## src/gbp_pkg.sv

```systemverilog
// Shared types, constants and the helper function of the gshare branch predictor.
package gbp_pkg;

    localparam int TABLE_ENTRIES_DEF = 4096;
    localparam int COUNTER_BITS_DEF  = 2;

    localparam int ADDR_W     = 64;
    localparam int HIST_W     = 16;
    localparam int SHIFT_W    = 3;
    localparam int HLEN_W     = 5;
    localparam int CFG_IDX_W  = 2;
    localparam int CFG_DATA_W = 5;
    localparam int S_TDATA_W  = 88;
    localparam int M_TDATA_W  = 24;

    localparam logic [CFG_IDX_W-1:0] CFG_SPEC_MODE  = 2'd0;
    localparam logic [CFG_IDX_W-1:0] CFG_ADDR_SHIFT = 2'd1;
    localparam logic [CFG_IDX_W-1:0] CFG_HIST_LEN   = 2'd2;

    localparam logic FUNC_LOOKUP = 1'b0;
    localparam logic FUNC_UPDATE = 1'b1;

    localparam logic [SHIFT_W-1:0] ADDR_SHIFT_RST = 3'd2;
    localparam logic [HLEN_W-1:0]  HIST_LEN_RST   = 5'd12;

    typedef struct packed {
        logic clear_step;
        logic load;
        logic read;
        logic exec;
    } gbp_cmd_t;

    typedef struct packed {
        logic clear_last;
    } gbp_sts_t;

    // Lengths above sixteen keep all sixteen history bits.
    function automatic logic [HIST_W-1:0] hist_mask(input logic [HLEN_W-1:0] len);
        logic [HIST_W:0] one_hot;
        begin
            one_hot = (HIST_W+1)'(1) << len;
            if (len >= HLEN_W'(HIST_W))
            begin
                hist_mask = '1;
            end
            else
            begin
                hist_mask = HIST_W'(one_hot - (HIST_W+1)'(1));
            end
        end
    endfunction

endpackage

```

## src/gbp_ctrl.sv

```systemverilog
// Controller state machine of the gshare branch predictor.
module gbp_ctrl (
    input  logic              clk,
    input  logic              rst_n,
    input  logic              s_axis_tvalid,
    output logic              s_axis_tready,
    output logic              m_axis_tvalid,
    input  logic              m_axis_tready,
    input  gbp_pkg::gbp_sts_t sts,
    output gbp_pkg::gbp_cmd_t cmd
);
    import gbp_pkg::*;

    localparam logic [1:0] ST_CLEAR = 2'd0;
    localparam logic [1:0] ST_IDLE  = 2'd1;
    localparam logic [1:0] ST_READ  = 2'd2;
    localparam logic [1:0] ST_EXEC  = 2'd3;

    logic [1:0] state_reg;
    logic [1:0] state_next;
    logic       out_valid_reg;
    logic       out_valid_next;

    always_comb
    begin
        state_next    = state_reg;
        cmd           = '0;
        s_axis_tready = 1'b0;
        case (state_reg)
            ST_CLEAR:
            begin
                cmd.clear_step = 1'b1;
                if (sts.clear_last)
                begin
                    state_next = ST_IDLE;
                end
            end
            ST_IDLE:
            begin
                s_axis_tready = 1'b1;
                if (s_axis_tvalid)
                begin
                    cmd.load   = 1'b1;
                    state_next = ST_READ;
                end
            end
            ST_READ:
            begin
                cmd.read   = 1'b1;
                state_next = ST_EXEC;
            end
            ST_EXEC:
            begin
                if (!out_valid_reg || m_axis_tready)
                begin
                    cmd.exec   = 1'b1;
                    state_next = ST_IDLE;
                end
            end
            default:
            begin
                state_next = ST_CLEAR;
            end
        endcase
    end

    always_comb
    begin
        if (cmd.exec)
        begin
            out_valid_next = 1'b1;
        end
        else if (m_axis_tready)
        begin
            out_valid_next = 1'b0;
        end
        else
        begin
            out_valid_next = out_valid_reg;
        end
    end

    always_ff @(posedge clk or negedge rst_n)
    begin
        if (!rst_n)
        begin
            state_reg     <= ST_CLEAR;
            out_valid_reg <= 1'b0;
        end
        else
        begin
            state_reg     <= state_next;
            out_valid_reg <= out_valid_next;
        end
    end

    assign m_axis_tvalid = out_valid_reg;

endmodule

```

## config.mk

```make
export PLATFORM = sky130hd
export DESIGN_NAME = gbp_ctrl
export DESIGN_NICKNAME = d
export VERILOG_FILES = /design/src/gbp_pkg.sv /design/src/gbp_ctrl.sv
export SDC_FILE = /design/constraint.sdc
export NUM_CORES = 1
export LEC_CHECK = 0
export ABC_AREA = 1
export BUFFER_PORTS_ARGS = -buffer_cell sky130_fd_sc_hd__buf_4
export CAP_MARGIN = 10
export CORE_AREA = 3 3 40 42
export DETAILED_ROUTE_END_ITERATION = 10
export DIE_AREA = 0 0 43 45
export HOLD_SLACK_MARGIN = 0.03
export PLACE_DENSITY = 0.38
export SLEW_MARGIN = 10
export SYNTH_ARGS = -nofsm -noshare
export SYNTH_HDL_FRONTEND = slang
export SYNTH_SLANG_ARGS = --single-unit
```

## constraint.sdc

```tcl
create_clock -name clk -period 3 [get_ports clk]
set_input_delay 0.45 -clock clk [delete_from_list [all_inputs] [get_ports clk]]
set_output_delay 0.45 -clock clk [all_outputs]
set_load 0.02 [all_outputs]
```

==> Yosys cells after proc, flatten, opt, wreduce, memory -nomap -nowiden <==
Cells that the tools add are included.
Widths: inputs -> output; s select.
{ "classes": {"eq_ne": 6, "n_mux": 13, "n_reduce_logical": 5} }
{ "op_table": {"columns": ["operator", "count"], "rows": [
  ["$mux 1", 9],
  ["$pmux 2 s4", 1],
  ["$mux 2", 3],
  ["$ne 2x2->1 const B", 3],
  ["$eq 2x2->1 const B", 2],
  ["$reduce_and 3->1", 1],
  ["$eq 2x1->1 const B", 1],
  ["$logic_not 2->1", 1],
  ["$reduce_bool 2->1", 1],
  ["$logic_not 1->1", 1],
  ["$logic_or 1x1->1", 1]
]} }
{ "word_totals": {"register_bits": 3, "in_bits": 5, "out_inout_bits": 6, "elab_cells": 26} }

==> Logic depth before layout (Yosys ltp) <==
{ "logic_depth": {"ltp_word": 5, "depth_mapped": 6} }

==> Least setup slack after synthesis <==
OpenSTA, ideal clock, no wires.
{ "synth_timing": {"path_type": "reg-to-output", "startpoint": "register state_reg[1]", "endpoint": "output cmd[2] (netlist bit)", "t_arrival_ns": 1.010, "required_ns": 2.550, "setup_slack_ns": 1.540, "stages_incl_launch_ff": 5, "path_cell_list": "dfrtp_1 -> inv_1 -> ha_1 -> nand2_1 -> inv_1"} }
{ "synth_rtl": {"columns": ["item", "line", "rtl"], "rows": [
  ["start, declared", "gbp_ctrl.sv:19", "logic [1:0] state_reg;"],
  ["start signal, assigned", "gbp_ctrl.sv:92", "state_reg <= state_next;"],
  ["end, declared", "gbp_ctrl.sv:10", "output gbp_pkg::gbp_cmd_t cmd"]
]} }

==> flow_metrics.env <==
export IMPL_hpwl_um=433
export IMPL_routed_via_count=228
export IMPL_final_cells=60
export IMPL_syn_num_nets=41
export IMPL_rsz0062_at_grt="no"
export IMPL_nets=56
export IMPL_setup_violations=0
export IMPL_synth_area_um2=251
export IMPL_drt_iter0_markers=1
export IMPL_cts_resized=0
export IMPL_cp_slowest_stage_delay_ps=410
export IMPL_ant_nets=0
export IMPL_cpMostUsedCell="inv_1"
export IMPL_cp_cell_sequence="inv_1 > ha_1 > nand2_1 > inv_1 > buf_4"
export IMPL_rr_endpoint="state_reg[1]"
export IMPL_maxSlewHeadroom=0.886
export IMPL_clk_latency_ps=230
export IMPL_port_buffers=10
export IMPL_criticalPathCategory="reg -> out"
export IMPL_routedWlPerCell_um=8.40
export IMPL_r2r_slack_ps=1870
export IMPL_row_count=13
export IMPL_layout_area_seq_um2=75.1
export IMPL_gr_usage_all_layers=0.0699
export IMPL_grt_overflow_total=0
export IMPL_place_ws_ps=1570
export IMPL_placed_area_um2=338
export IMPL_seq_area_frac_synth=0.299
export IMPL_cp_startpoint="state_reg[1]"
export IMPL_grt_pass1_wl_um=993
export IMPL_hold_class="in -> reg"
export IMPL_final_common_cell="buf_4"
export IMPL_slew_violations=0
export IMPL_hold_slack_ps=502
export IMPL_cts_num_sinks=3
export IMPL_tns_ps=0
export IMPL_syn_to_final_growth_pct=48.8
export IMPL_crit_path_end="cmd[2]"
export IMPL_htreeDepth=1
export IMPL_dieArea_um2=1940
export IMPL_r2r_cells=6
export IMPL_largest_reg_flops=2
export IMPL_power_density_nw_per_um2=1060
export IMPL_diodes=0
export IMPL_irDropWorstVdd_v=0.000382
export IMPL_final_cell_mix="buf_4, inv_1, nand2_1"
export IMPL_ys_ff_latch=3
export IMPL_first_pass_iters=4
export IMPL_die_w_um=43
export IMPL_startpoint_type="flop"
export IMPL_core_area_um2=1280
export IMPL_p_leak_nw=0.226
export IMPL_hold_viol_final=0
export IMPL_fmax_ghz=0.603
export IMPL_syn_area_per_cell_um2=8.11
export IMPL_grt_max_degree=6
export IMPL_end_kind="primary output"
export IMPL_drt_wl_total_um=504
export IMPL_multi_input_area_um2=139
export IMPL_cp_required_ps=2550
export IMPL_setup_slack_ps=1340
export IMPL_antenna_found_initial=0
export IMPL_clock_skew_ps=1.69
export IMPL_fill_cells=143
export IMPL_status="completed"
export IMPL_clock_path_buffers=2
export IMPL_grt_pass1_vias=264
export IMPL_dpl_cell_count=55
export IMPL_cts_tree="done"
export IMPL_synth_warnings=0
export IMPL_start_util=0.196
export IMPL_drive_gt1_frac=0.378
export IMPL_fin_area_um2=374
export IMPL_path_max_fanout=4
export IMPL_drc=0
export IMPL_synth_cells=31
export IMPL_io_pins=11
export IMPL_cp_num_cells=5
export IMPL_die_h_um=45
export IMPL_worstReg2RegStart="state_reg[0]"
export IMPL_hp_start="m_axis_tready"
export IMPL_maxCapViolations=0
export IMPL_numCtsBuffers=3
export IMPL_path_clk_slew_ps=40
export IMPL_cp_num_buf_inv=3
export IMPL_crit_family="flip-flops"
export IMPL_ys_types=9
export IMPL_cts_root_buffer="clkbuf_4"
export IMPL_final_core_util=0.291
export IMPL_viasPerCell=3.80
export IMPL_post_route_period_util=0.552
export IMPL_worst_pin_slew_ps=171
export IMPL_min_period_ps=1660
export IMPL_p_total_mw=0.398
export IMPL_routabilityCongestion=0.751
export IMPL_crit_slowest_cell="dfrtp_1"
export IMPL_crit_arrival_ps=1210
==> cells in the mapped netlist, drive strengths merged <==
master	n	area, um2
buf	1	7.51
ha	5	62.6
nand4	2	12.5
inv	8	30.0
nand3	2	20.0
a21oi	1	5.00
dfrtp	3	75.1
nand2	9	38.8
==> worst min-delay path by stage <==
stage | depth (start not counted) | end
after floorplan | 0 | m_axis_tvalid
after global placement | 1 | m_axis_tvalid
after detailed placement | 1 | state_reg[1]
after CTS | 4 | m_axis_tvalid
after global routing | 4 | m_axis_tvalid
final | 4 | m_axis_tvalid
==> where the power goes <==
group,total (mW),leakage [nW],switching [mW],internal [mW]
Combinational,0.240,0.176,0.138,0.103
Sequential,0.0894,0.0354,0.0265,0.0628
Clock,0.0685,0.0150,0.0188,0.0497
==> layer usage <==
metal  wire (um)  track usage  share of wire  vias up
li1            -            -              -      119
met2         255        0.117           0.51        8
met1         212       0.0699           0.42      101
met5           0            0              0        -
met4           0       0.0542              0        0
met3          37       0.0279          0.073        0
==> cells by family after synthesis <==
family                     after synthesis  synth area share
and+or+nand+nor                         13             0.284
buffers and inverters                    9             0.149
adders and majority gates                5             0.249
DFF                                      3             0.298
AOI/OAI and AO/OA                        1            0.0199
==> timing repair <==
action,in CTS,in global routing
hold buffers,1,0
buffers inserted,0,0
hold endpoints to repair,3,0
==> layout make-up <==
| cell class | count | share of cell area |
|---|---|---|
| well taps | 15 | 0.0502 |
| clock buffers | 4 | 0.0702 |
| inverters | 8 | 0.0803 |
| multi-input cells | 19 | 0.371 |
| flip-flops and latches | 3 | 0.201 |
| repair buffers | 11 | 0.227 |
==> worst register-to-register path, delay by kind of cell, from the launching register on <==
kind | cells | cell delay [ps]
buf+inv | 1 | 90
flops | 1 | 410
fa+ha+maj | 1 | 230
simple gates | 4 | 290
No activity file was read; power rests on OpenSTA's default activity.
